File: src/rtl/tatc_pkg.sv
// shared types, constants and table for the thermistor temperature converter
`timescale 1ns / 1ps
`default_nettype none

package tatc_pkg;

    // ntc table sizing
    localparam int TABLE_ENTRIES = 15;
    localparam int REAL_ENTRIES  = 15;
    localparam int USED_ENTRIES  = (TABLE_ENTRIES > REAL_ENTRIES) ? REAL_ENTRIES :
                                   ((TABLE_ENTRIES < 2) ? 2 : TABLE_ENTRIES);
    localparam int IDX_W         = $clog2(REAL_ENTRIES);
    localparam logic [IDX_W-1:0] LAST_IDX = IDX_W'(USED_ENTRIES - 1);

    // apb
    localparam int ADDR_W = 3;
    localparam int DATA_W = 32;

    // shared divider
    localparam int DIV_W = 48;
    localparam int DVS_W = 20;
    localparam int CNT_W = 6;

    // operand widths of the two divisions and the scaling steps
    localparam int PROD_W  = 24;
    localparam int RNUM_W  = 25;
    localparam int TMAG_W  = 27;
    localparam logic [CNT_W-1:0] CNT_R   = CNT_W'(RNUM_W);
    localparam logic [CNT_W-1:0] CNT_T   = CNT_W'(DIV_W);

    // divide by 1000 and by 1000000 as reciprocal multiplications,
    // exact over the operand ranges in use
    localparam int                MV_SHIFT  = 33;
    localparam int                MVQ_W     = 2*PROD_W - MV_SHIFT;
    localparam logic [PROD_W-1:0] MV_RECIP  = 24'd8589935;
    localparam int                DEG_RW    = 28;
    localparam int                DEG_SHIFT = 47;
    localparam logic [DEG_RW-1:0] DEG_RECIP = 28'd140737489;

    // arithmetic constants
    localparam logic [11:0]      DIVIDER_MV     = 12'd3300;
    localparam logic [13:0]      DIVIDER_OHMS   = 14'd10000;
    localparam logic [22:0]      DEG_STEP_MICRO = 23'd5000000;
    localparam logic [DIV_W-1:0] SAT_POS_MAG    = 48'd128000000;
    localparam logic [DIV_W-1:0] SAT_NEG_MAG    = 48'd129000000;

    // config reset values
    localparam logic [9:0]        GAIN_RESET   = 10'd377;
    localparam logic signed [7:0] OFFSET_RESET = 8'sd46;

    typedef enum logic [0:0] {
        REG_GAIN   = 1'b0,
        REG_OFFSET = 1'b1
    } t_reg_idx;

    typedef enum logic [1:0] {
        STAT_OK    = 2'd0,
        STAT_FAULT = 2'd1,
        STAT_SAT   = 2'd2
    } t_status;

    typedef enum logic [3:0] {
        S_IDLE,
        S_MV,
        S_CHECK,
        S_DIV_R,
        S_WAIT_R,
        S_SEARCH,
        S_SEG,
        S_SCALE,
        S_DIV_T,
        S_WAIT_T,
        S_ROUND,
        S_DEG,
        S_DONE
    } t_state;

    typedef struct packed {
        logic [9:0]        gain;
        logic signed [7:0] offset;
    } t_cfg;

    typedef struct packed {
        logic             start;
        logic [CNT_W-1:0] count;
    } t_div_req;

    typedef struct packed {
        logic busy;
        logic done;
    } t_div_sts;

    // ntc resistance in ohms every 5 degrees from 0 c
    function automatic logic [15:0] ntc_ohms(input logic [IDX_W-1:0] i);
        logic [15:0] v;
        case (i)
            4'd0:    v = 16'd35820;
            4'd1:    v = 16'd27340;
            4'd2:    v = 16'd21020;
            4'd3:    v = 16'd16290;
            4'd4:    v = 16'd12720;
            4'd5:    v = 16'd10000;
            4'd6:    v = 16'd7921;
            4'd7:    v = 16'd6315;
            4'd8:    v = 16'd5067;
            4'd9:    v = 16'd4090;
            4'd10:   v = 16'd3319;
            4'd11:   v = 16'd2709;
            4'd12:   v = 16'd2222;
            4'd13:   v = 16'd1832;
            4'd14:   v = 16'd1518;
            default: v = 16'd0;
        endcase
        return v;
    endfunction

    // table point k in millionths of a degree
    function automatic logic [26:0] deg_micro(input logic [IDX_W-1:0] k);
        return {{(27-IDX_W){1'b0}}, k} * {4'd0, DEG_STEP_MICRO};
    endfunction

endpackage

`default_nettype wire

File: src/rtl/tatc_cfg.sv
// apb register file for adc gain and offset
`timescale 1ns / 1ps
`default_nettype none

module tatc_cfg (
    input  wire logic                        i_clk,
    input  wire logic                        i_rst_n,
    input  wire logic                        psel,
    input  wire logic                        penable,
    input  wire logic                        pwrite,
    input  wire logic [tatc_pkg::ADDR_W-1:0] paddr,
    input  wire logic [tatc_pkg::DATA_W-1:0] pwdata,
    output logic      [tatc_pkg::DATA_W-1:0] prdata,
    output logic                             pready,
    output tatc_pkg::t_cfg                   o_cfg
);
    import tatc_pkg::*;

    logic [9:0]        r_gain;
    logic [9:0]        n_gain;
    logic signed [7:0] r_offset;
    logic signed [7:0] n_offset;
    logic              w_wr;
    t_reg_idx          w_idx;

    assign w_wr   = psel & penable & pwrite;
    assign w_idx  = t_reg_idx'(paddr[2]);
    assign pready = 1'b1;

    always_comb begin
        n_gain   = r_gain;
        n_offset = r_offset;
        if (w_wr) begin
            case (w_idx)
                REG_GAIN:   n_gain   = pwdata[9:0];
                REG_OFFSET: n_offset = pwdata[7:0];
                default: begin
                end
            endcase
        end
    end

    always_comb begin
        case (w_idx)
            REG_GAIN:   prdata = {22'd0, r_gain};
            REG_OFFSET: prdata = {24'd0, r_offset};
            default:    prdata = '0;
        endcase
    end

    always_ff @(posedge i_clk) begin
        if (!i_rst_n) begin
            r_gain   <= GAIN_RESET;
            r_offset <= OFFSET_RESET;
        end else begin
            r_gain   <= n_gain;
            r_offset <= n_offset;
        end
    end

    assign o_cfg.gain   = r_gain;
    assign o_cfg.offset = r_offset;

endmodule

`default_nettype wire

File: src/rtl/tatc_div.sv
// shared restoring divider, one quotient bit per cycle
`timescale 1ns / 1ps
`default_nettype none

module tatc_div (
    input  wire logic                       i_clk,
    input  wire logic                       i_rst_n,
    input  tatc_pkg::t_div_req              i_req,
    input  wire logic [tatc_pkg::DIV_W-1:0] i_dividend,
    input  wire logic [tatc_pkg::DVS_W-1:0] i_divisor,
    output tatc_pkg::t_div_sts              o_sts,
    output logic      [tatc_pkg::DIV_W-1:0] o_quot
);
    import tatc_pkg::*;

    logic             r_busy;
    logic             n_busy;
    logic             r_done;
    logic             n_done;
    logic [CNT_W-1:0] r_cnt;
    logic [CNT_W-1:0] n_cnt;
    logic [DIV_W-1:0] r_dvd;
    logic [DIV_W-1:0] n_dvd;
    logic [DVS_W-1:0] r_rem;
    logic [DVS_W-1:0] n_rem;
    logic [DVS_W-1:0] r_dvs;
    logic [DVS_W-1:0] n_dvs;
    logic [DVS_W:0]   w_trial;
    logic [DVS_W:0]   w_diff;
    logic             w_ge;

    // dividend is left aligned, quotient bits fill in from the bottom
    assign w_trial = {r_rem, r_dvd[DIV_W-1]};
    assign w_diff  = w_trial - {1'b0, r_dvs};
    assign w_ge    = (w_trial >= {1'b0, r_dvs});

    always_comb begin
        n_busy = r_busy;
        n_done = 1'b0;
        n_cnt  = r_cnt;
        n_dvd  = r_dvd;
        n_rem  = r_rem;
        n_dvs  = r_dvs;
        if (i_req.start) begin
            n_busy = 1'b1;
            n_cnt  = i_req.count;
            n_dvd  = i_dividend;
            n_rem  = '0;
            n_dvs  = i_divisor;
        end else if (r_busy) begin
            n_dvd = {r_dvd[DIV_W-2:0], w_ge};
            n_rem = w_ge ? w_diff[DVS_W-1:0] : w_trial[DVS_W-1:0];
            n_cnt = r_cnt - 1'b1;
            if (r_cnt == CNT_W'(1)) begin
                n_busy = 1'b0;
                n_done = 1'b1;
            end
        end
    end

    always_ff @(posedge i_clk) begin
        if (!i_rst_n) begin
            r_busy <= 1'b0;
            r_done <= 1'b0;
            r_cnt  <= '0;
        end else begin
            r_busy <= n_busy;
            r_done <= n_done;
            r_cnt  <= n_cnt;
        end
    end

    always_ff @(posedge i_clk) begin
        r_dvd <= n_dvd;
        r_rem <= n_rem;
        r_dvs <= n_dvs;
    end

    assign o_sts.busy = r_busy;
    assign o_sts.done = r_done;
    assign o_quot     = r_dvd;

endmodule

`default_nettype wire

File: src/rtl/thermistor_adc_to_temperature_top.sv
// top level: ntc thermistor adc reading to whole degrees celsius
`timescale 1ns / 1ps
`default_nettype none

// Converts one 14-bit thermistor adc count to a temperature in whole degrees
// celsius. The count is scaled to millivolts (gain * count / 1000 + offset,
// kept to 16 bits), turned into the resistance of a 10 kohm divider on
// 3300 mV, placed on a 15-point ntc table (0 C to 70 C in 5 degree steps)
// and interpolated linearly, truncating toward zero. Readings of 3300 mV or
// more (a negative sum included) return 0 with status 1; temperatures
// beyond -128..127 saturate with status 2. The divide by 1000 and the
// final millionths-to-degrees step are reciprocal multiplications; the
// resistance and the segment slope run one after another on a single
// restoring divider that makes one quotient bit per cycle (25 and 48 bits),
// and the table search examines one entry at a time (1 to 14). o_in_stall
// is high from acceptance until the result has been moved to the output
// register, so the next item is taken in the following cycle at the
// earliest; a finished result may wait there while the next item is already
// being taken in. Gain and offset sit on the apb port at byte addresses 0
// and 4 and should only be written while no item is in flight.

module thermistor_adc_to_temperature_top (
    input  wire logic                        i_clk,
    input  wire logic                        i_rst_n,
    // input item
    input  wire logic                        i_in_valid,
    output logic                             o_in_stall,
    input  wire logic [13:0]                 i_raw_reading,
    // result item
    output logic                             o_out_valid,
    input  wire logic                        i_out_stall,
    output logic signed [7:0]                o_temperature_c,
    output logic      [1:0]                  o_status,
    // configuration
    input  wire logic                        psel,
    input  wire logic                        penable,
    input  wire logic                        pwrite,
    input  wire logic [tatc_pkg::ADDR_W-1:0] paddr,
    input  wire logic [tatc_pkg::DATA_W-1:0] pwdata,
    output logic      [tatc_pkg::DATA_W-1:0] prdata,
    output logic                             pready
);
    import tatc_pkg::*;

    t_cfg             w_cfg;
    t_div_req         w_req;
    t_div_sts         w_sts;
    logic [DIV_W-1:0] w_dividend;
    logic [DVS_W-1:0] w_divisor;
    logic [DIV_W-1:0] w_quot;

    t_state           r_state;
    t_state           n_state;

    // working registers
    logic [PROD_W-1:0] r_prod;
    logic [PROD_W-1:0] n_prod;
    logic [MVQ_W-1:0]  r_mvq;
    logic [MVQ_W-1:0]  n_mvq;
    logic [RNUM_W-1:0] r_num;
    logic [RNUM_W-1:0] n_num;
    logic [11:0]       r_den;
    logic [11:0]       n_den;
    logic [RNUM_W-1:0] r_r;
    logic [RNUM_W-1:0] n_r;
    logic [IDX_W-1:0]  r_idx;
    logic [IDX_W-1:0]  n_idx;
    logic [15:0]       r_d;
    logic [15:0]       n_d;
    logic              r_apos;
    logic              n_apos;
    logic [RNUM_W-1:0] r_amag;
    logic [RNUM_W-1:0] n_amag;
    logic [26:0]       r_y1;
    logic [26:0]       n_y1;
    logic [DIV_W-1:0]  r_scaled;
    logic [DIV_W-1:0]  n_scaled;
    logic              r_tneg;
    logic              n_tneg;
    logic [TMAG_W-1:0] r_tmag;
    logic [TMAG_W-1:0] n_tmag;
    logic [7:0]        r_temp;
    logic [7:0]        n_temp;
    t_status           r_stat;
    t_status           n_stat;

    // output register
    logic              r_out_valid;
    logic              n_out_valid;
    logic [7:0]        r_out_temp;
    logic [7:0]        n_out_temp;
    t_status           r_out_stat;
    t_status           n_out_stat;

    // combinational helpers
    logic              w_accept;
    logic              w_slot_free;
    logic [PROD_W-1:0] w_prod;
    logic [2*PROD_W-1:0] w_mv_prod;
    logic [15:0]       w_mv;
    logic              w_fault;
    logic [RNUM_W-1:0] w_num;
    logic [11:0]       w_den;
    logic [15:0]       w_x_cur;
    logic [15:0]       w_x_prev;
    logic [IDX_W-1:0]  w_idx_prev;
    logic              w_hit;
    logic [RNUM_W-1:0] w_x1_ext;
    logic [DIV_W-1:0]  w_y1_ext;
    logic [DIV_W-1:0]  w_scaled;
    logic              w_tneg;
    logic [DIV_W-1:0]  w_tmag;
    logic [TMAG_W+DEG_RW-1:0] w_deg_prod;
    logic [7:0]        w_deg_q;

    tatc_cfg u_cfg (
        .i_clk   (i_clk),
        .i_rst_n (i_rst_n),
        .psel    (psel),
        .penable (penable),
        .pwrite  (pwrite),
        .paddr   (paddr),
        .pwdata  (pwdata),
        .prdata  (prdata),
        .pready  (pready),
        .o_cfg   (w_cfg)
    );

    tatc_div u_div (
        .i_clk      (i_clk),
        .i_rst_n    (i_rst_n),
        .i_req      (w_req),
        .i_dividend (w_dividend),
        .i_divisor  (w_divisor),
        .o_sts      (w_sts),
        .o_quot     (w_quot)
    );

    assign o_in_stall  = (r_state != S_IDLE);
    assign w_accept    = i_in_valid && (r_state == S_IDLE);
    assign w_slot_free = !r_out_valid || !i_out_stall;

    // millivolts from count: product, divide by 1000 via reciprocal, add offset
    assign w_prod    = {14'd0, w_cfg.gain} * {10'd0, i_raw_reading};
    assign w_mv_prod = {{PROD_W{1'b0}}, r_prod} * {{PROD_W{1'b0}}, MV_RECIP};
    assign w_mv      = {{(16-MVQ_W){1'b0}}, r_mvq} + {{8{w_cfg.offset[7]}}, w_cfg.offset};
    assign w_fault   = (w_mv >= {4'd0, DIVIDER_MV});

    // divider network operands
    assign w_num = {13'd0, w_mv[11:0]} * {11'd0, DIVIDER_OHMS};
    assign w_den = DIVIDER_MV - w_mv[11:0];

    // table search: first entry below r, else the last segment
    assign w_idx_prev = r_idx - 1'b1;
    assign w_x_cur    = ntc_ohms(r_idx);
    assign w_x_prev   = ntc_ohms(w_idx_prev);
    assign w_hit      = (r_r > {9'd0, w_x_cur}) || (r_idx == LAST_IDX);
    assign w_x1_ext   = {9'd0, w_x_prev};

    assign w_scaled = {23'd0, r_amag} * {25'd0, DEG_STEP_MICRO};

    // whole degrees from the magnitude in millionths
    assign w_deg_prod = {{DEG_RW{1'b0}}, r_tmag} * {{TMAG_W{1'b0}}, DEG_RECIP};
    assign w_deg_q    = w_deg_prod[DEG_SHIFT +: 8];

    // t = y1 - sign(r - x1) * q, kept as sign and magnitude
    assign w_y1_ext = {21'd0, r_y1};
    always_comb begin
        if (r_apos) begin
            if (r_scaled > w_y1_ext) begin
                w_tneg = 1'b1;
                w_tmag = r_scaled - w_y1_ext;
            end else begin
                w_tneg = 1'b0;
                w_tmag = w_y1_ext - r_scaled;
            end
        end else begin
            w_tneg = 1'b0;
            w_tmag = w_y1_ext + r_scaled;
        end
    end

    // divider request and operands
    always_comb begin
        w_req.start = 1'b0;
        w_req.count = '0;
        w_dividend  = '0;
        w_divisor   = '0;
        case (r_state)
            S_DIV_R: begin
                w_req.start = 1'b1;
                w_req.count = CNT_R;
                w_dividend  = {r_num, {(DIV_W-RNUM_W){1'b0}}};
                w_divisor   = {{(DVS_W-12){1'b0}}, r_den};
            end
            S_DIV_T: begin
                w_req.start = 1'b1;
                w_req.count = CNT_T;
                w_dividend  = r_scaled;
                w_divisor   = {{(DVS_W-16){1'b0}}, r_d};
            end
            default: begin
            end
        endcase
    end

    // next state
    always_comb begin
        n_state = r_state;
        case (r_state)
            S_IDLE:     if (w_accept) n_state = S_MV;
            S_MV:       n_state = S_CHECK;
            S_CHECK:    n_state = w_fault ? S_DONE : S_DIV_R;
            S_DIV_R:    n_state = S_WAIT_R;
            S_WAIT_R:   if (w_sts.done) n_state = S_SEARCH;
            S_SEARCH:   if (w_hit) n_state = S_SEG;
            S_SEG:      n_state = S_SCALE;
            S_SCALE:    n_state = S_DIV_T;
            S_DIV_T:    n_state = S_WAIT_T;
            S_WAIT_T:   if (w_sts.done) n_state = S_ROUND;
            S_ROUND: begin
                if ((!w_tneg && (w_tmag >= SAT_POS_MAG)) ||
                    (w_tneg && (w_tmag >= SAT_NEG_MAG))) begin
                    n_state = S_DONE;
                end else begin
                    n_state = S_DEG;
                end
            end
            S_DEG:      n_state = S_DONE;
            S_DONE:     if (w_slot_free) n_state = S_IDLE;
            default:    n_state = S_IDLE;
        endcase
    end

    // datapath and outputs
    always_comb begin
        n_prod      = r_prod;
        n_mvq       = r_mvq;
        n_num       = r_num;
        n_den       = r_den;
        n_r         = r_r;
        n_idx       = r_idx;
        n_d         = r_d;
        n_apos      = r_apos;
        n_amag      = r_amag;
        n_y1        = r_y1;
        n_scaled    = r_scaled;
        n_tneg      = r_tneg;
        n_tmag      = r_tmag;
        n_temp      = r_temp;
        n_stat      = r_stat;
        n_out_valid = r_out_valid && i_out_stall;
        n_out_temp  = r_out_temp;
        n_out_stat  = r_out_stat;
        case (r_state)
            S_IDLE: begin
                if (w_accept) n_prod = w_prod;
            end
            S_MV: begin
                n_mvq = w_mv_prod[MV_SHIFT +: MVQ_W];
            end
            S_CHECK: begin
                // divider fault covers a wrapped negative sum as well
                if (w_fault) begin
                    n_temp = 8'd0;
                    n_stat = STAT_FAULT;
                end else begin
                    n_num = w_num;
                    n_den = w_den;
                end
            end
            S_WAIT_R: begin
                if (w_sts.done) begin
                    n_r   = w_quot[RNUM_W-1:0];
                    n_idx = IDX_W'(1);
                end
            end
            S_SEARCH: begin
                if (!w_hit) n_idx = r_idx + 1'b1;
            end
            S_SEG: begin
                // segment from idx-1 to idx, table falls with temperature
                n_d    = w_x_prev - w_x_cur;
                n_apos = (r_r > w_x1_ext);
                n_amag = (r_r > w_x1_ext) ? (r_r - w_x1_ext) : (w_x1_ext - r_r);
                n_y1   = deg_micro(w_idx_prev);
            end
            S_SCALE: begin
                n_scaled = w_scaled;
            end
            S_WAIT_T: begin
                if (w_sts.done) n_scaled = w_quot;
            end
            S_ROUND: begin
                n_tneg = w_tneg;
                n_tmag = w_tmag[TMAG_W-1:0];
                if (!w_tneg && (w_tmag >= SAT_POS_MAG)) begin
                    n_temp = 8'h7f;
                    n_stat = STAT_SAT;
                end else if (w_tneg && (w_tmag >= SAT_NEG_MAG)) begin
                    n_temp = 8'h80;
                    n_stat = STAT_SAT;
                end
            end
            S_DEG: begin
                // truncation toward zero: negate the floor of the magnitude
                n_temp = r_tneg ? (8'd0 - w_deg_q) : w_deg_q;
                n_stat = STAT_OK;
            end
            S_DONE: begin
                if (w_slot_free) begin
                    n_out_valid = 1'b1;
                    n_out_temp  = r_temp;
                    n_out_stat  = r_stat;
                end
            end
            default: begin
            end
        endcase
    end

    always_ff @(posedge i_clk) begin
        if (!i_rst_n) begin
            r_state     <= S_IDLE;
            r_out_valid <= 1'b0;
        end else begin
            r_state     <= n_state;
            r_out_valid <= n_out_valid;
        end
    end

    always_ff @(posedge i_clk) begin
        r_prod     <= n_prod;
        r_mvq      <= n_mvq;
        r_num      <= n_num;
        r_den      <= n_den;
        r_r        <= n_r;
        r_idx      <= n_idx;
        r_d        <= n_d;
        r_apos     <= n_apos;
        r_amag     <= n_amag;
        r_y1       <= n_y1;
        r_scaled   <= n_scaled;
        r_tneg     <= n_tneg;
        r_tmag     <= n_tmag;
        r_temp     <= n_temp;
        r_stat     <= n_stat;
        r_out_temp <= n_out_temp;
        r_out_stat <= n_out_stat;
    end

    assign o_out_valid     = r_out_valid;
    assign o_temperature_c = r_out_temp;
    assign o_status        = r_out_stat;

endmodule

`default_nettype wire

File: config.mk
export PLATFORM = sky130hd
export DESIGN_NAME = thermistor_adc_to_temperature_top
export DESIGN_NICKNAME = d
export VERILOG_FILES = /design/src/rtl/tatc_pkg.sv /design/src/rtl/tatc_cfg.sv /design/src/rtl/tatc_div.sv /design/src/rtl/thermistor_adc_to_temperature_top.sv
export SDC_FILE = /design/constraint.sdc
export NUM_CORES = 2
export LEC_CHECK = 0
export BUFFER_PORTS_ARGS = -buffer_cell sky130_fd_sc_hd__buf_2
export CAP_MARGIN = 20
export CORE_ASPECT_RATIO = 1.2
export CORE_MARGIN = 1.5
export CORE_UTILIZATION = 45
export DETAILED_ROUTE_END_ITERATION = 10
export GPL_ROUTABILITY_DRIVEN = 0
export PLACE_DENSITY = 0.75
export SLEW_MARGIN = 25
export SYNTH_ARGS = -nofsm -noshare
export SYNTH_HDL_FRONTEND = slang
export SYNTH_SLANG_ARGS = --single-unit
File: constraint.sdc
create_clock -name i_clk -period 6.9 [get_ports i_clk]
set_input_delay 0.69 -clock i_clk [delete_from_list [all_inputs] [get_ports i_clk]]
set_output_delay 0.69 -clock i_clk [all_outputs]
set_load 0.02 [all_outputs]
==> out/qor.yml <==
min_path:
  hold_depth: 3
  hold-path-endpoint: "u_cfg.r_gain[8]"
  min_path_type: "in2reg"
  holdCritStartpoint: "pwdata[8]"
critical_path:
  reg2reg_from: "r_tmag[19]"
  crit_family: "adder cells"
  cp.arrival_ps: 7710
  rr_endpoint: "r_temp[7]"
  crit_top_cell: "fa_1"
  crit_buf_inv: 3
  cp-end-kind: "flip-flop"
  cp.required_ps: 7250
  ff2ff_path_depth: 24
  critPathKind: "reg2reg"
  crit_path_max_fanout: 5
  crit_slowest_cell: "fa_2"
  critical_path.startpoint_type: "flip-flop"
  regToRegSetupSlack_ps: -470
  crit_chain: "fa_2, fa_1, fa_1, fa_1, fa_1, fa_1, inv_1, fa_1, inv_2, ha_4, a21o_1, a211oi_2, nor3_2, a211o_1, a2111oi_4, o21ai_2, o41ai_2, buf_4, and3b_1, a21o_1, a21oi_2, o31ai_2, xnor2_1, o2bb2ai_1"
  max_stage_delay_ps: 650
cells_and_area:
  final_layout_size_suffix_gt1_share_pct: 9.63
  final_cell_mix: "inv_1, ha_1, fa_1"
  fill_cells: 11300
  areaGrowthSynthToFinish_pct: 10.7
  layout_commonest_cell: "inv_1"
  nNetsFinal: 8092
  final-seq-area_um2: 11000
  multi_input_area_um2: 41700
  stdcell_area_um2: 64100
routing:
  detail_route.wl_per_cell_um: 19.2
  drtPass1Iterations: 6
  viasPerCell: 5.50
  vias: 44200
  initialDrtViolationCount: 2673
  wirelength_mm: 154
  ant_nets: 0
  drc_errors: 0
synth:
  synthArstFlopShare_pct: 0
  synth-warning-count: 0
  synth-edff-count: 323
  ys_seq_area_share_pct: 19.1
  synthFlopType: "edfxtp_1"
  syn-instance-count: 6023
  netlist_area_um2: 57900
  yosysTopAreaCellShare_pct: 23.1
  synth_cell_type_count: 105
  yosysTopAreaCell: "fa_1"
  synth_seq_cells: 390
  avgSynthCellArea_um2: 9.62
  synth_area_leaders: "fa_1, ha_1, edfxtp_1, inv_1, nand2_1"
clock_network:
  cts_sinks: 390
  root_buffer: "clkbuf_16"
  cts.clk_slew.worst_paths_ps: 70
  h-tree-depth: 2
  clockBufferDepth: 3
  cts_tree: "done"
  clock_latency_ps: 630
  cts_hold_buf: 0
  cts_made_buffers: 47
placement:
  placed_cell_area_um2: 61900
  place_hpwl_mm: 129
  port_buffers: 53
timing:
  setup_violations: 7
  fmax_mhz: 136
  worst_pin_slew_ps: 964
  fin_worst_skew_ps: 21.0
  slew_headroom_pct: 35.3
  fin_crit_ps: 7370
  slew_violations: 0
  rsz0062_at_grt: "true"
  fin_crit_sh_pct: 107
  layout_setup_ws_ps: -466
  hold_viol: 0
grt:
  grt_usage_pct: 23.5
  antenna_found_initial: 4
  overflow: 0
  grt_pass1_vias: 46000
  grt_max_degree: 63
  grt_pass1_wl_mm: 242
floorplanning:
  die_h_um: 396
  chipWidth_um: 331
  fp-row-count: 144
  pin_count: 101
  start_util_pct: 45.2
  coreArea_um2: 128000
  die_area_um2: 131000
flow_run:
  max-cap-violations: 0
outcome:
  violations: "negative setup slack"
  outcome: "finished with violations"
-- worst reg2reg max path, stage by stage, from the launching register on --
cell	delay [ps]
edfxtp_1	450
fa_2	650
fa_1	450
fa_1	600
fa_1	460
fa_1	490
fa_1	520
inv_1	50
fa_1	510
inv_2	50
ha_4	210
a21o_1	190
a211oi_2	210
nor3_2	90
a211o_1	300
a2111oi_4	390
o21ai_2	120
o41ai_2	220
buf_4	180
and3b_1	190
a21o_1	160
a21oi_2	190
o31ai_2	90
xnor2_1	210
o2bb2ai_1	100
-- how the worst max path moves through the flow --
stage	startpoint	to	slack [ps]	cells past startpoint
after floorplan	r_tmag[8]	r_temp[7]	-100	26
after global placement	r_tmag[19]	r_temp[7]	-510	24
after detailed placement	r_tmag[18]	r_temp[7]	-620	24
after CTS	r_tmag[18]	r_temp[7]	-600	24
after global routing	r_tmag[10]	r_temp[6]	-730	28
final	r_tmag[19]	r_temp[7]	-470	24
-- cell families (layout without fill, tap and decap cells) --
family,count (synthesis),after routing,synth area share [%]
buffers and inverters,1486,1788,9.81
flip-flops,390,390,19.1
other,2,26,0.0130
AO/OA/AOI/OAI,975,975,11.2
multiplexers,50,50,0.894
AND/OR/NAND/NOR,1180,1180,9.86
XOR/XNOR,213,213,3.22
adder cells (fa/ha/maj),1727,1727,46.0
-- Yosys cell counts (29+ instances only) --
| master | count |
|---|---|
| a211oi_1 | 43 |
| a21o_1 | 97 |
| a21oi_1 | 267 |
| a22oi_1 | 29 |
| a31oi_1 | 39 |
| and2_1 | 92 |
| and3_1 | 34 |
| clkbuf_1 | 125 |
| dfxtp_1 | 67 |
| edfxtp_1 | 323 |
| fa_1 | 670 |
| ha_1 | 1057 |
| inv_1 | 1317 |
| mux2i_1 | 36 |
| nand2_1 | 390 |
| nand2b_1 | 34 |
| nand3_1 | 72 |
| nand4_1 | 40 |
| nor2_1 | 263 |
| nor2b_1 | 48 |
| nor3_1 | 81 |
| o211ai_1 | 30 |
| o21a_1 | 33 |
| o21ai_0 | 151 |
| o21bai_1 | 46 |
| o22ai_1 | 30 |
| or3_1 | 29 |
| xnor2_1 | 151 |
| xor2_1 | 62 |
-- layer usage --
metal / GRT usage, % / share of wire (%) / vias to the layer above / wire (um)
met5: 0 / 0.0084 / - / 13
met4: 17.4 / 8.7 / 2 / 13400
met3: 3.26 / 5.5 / 536 / 8490
met2: 41.7 / 50 / 1583 / 76900
met1: 25.4 / 36 / 21600 / 55600
li1: - / - / 20500 / -
-- metrics by stage --
stage	worst slack (ps)	hold slack [ps]	util [%]	setup TNS, ps	cells
floorplan	-99.0	400	-	-99.0	6044
global placement	-505	423	48.3	-2210	7900
detailed placement	-618	423	48.3	-3440	7900
CTS	-599	251	49.7	-2880	7996
global route	-727	293	50.0	-4380	8025
finish	-466	283	50.1	-1990	8028
-- sequential cells by signal, indices dropped and copies added (netlist names), 21 cells and up --
name	cells
r_tmag	27
u_div.o_quot	48
r_r	25
r_y1	21
r_scaled	48
r_prod	24
r_amag	25
-- final cells by class --
type	count	share of cell area, %
Sequential cell	390	17.2
Clock buffer	59	2.00
Antenna cell	3	0.0117
Multi-Input combinational cell	4168	65.0
Timing Repair Buffer	381	4.31
Inverter	1321	7.73
Clock inverter	27	0.421
Tap cell	1679	3.28
-- repair_timing --
item,4_1_cts,5_1_grt
buffers inserted,12,29
endpoints found under the setup margin,15,22
gates cloned,0,1
pin swaps,26,48
resized for setup,18,56
Power is left out: the tool's default activity adds up to more than one toggle a clock period on the data nets, which glitch-free logic cannot reach.
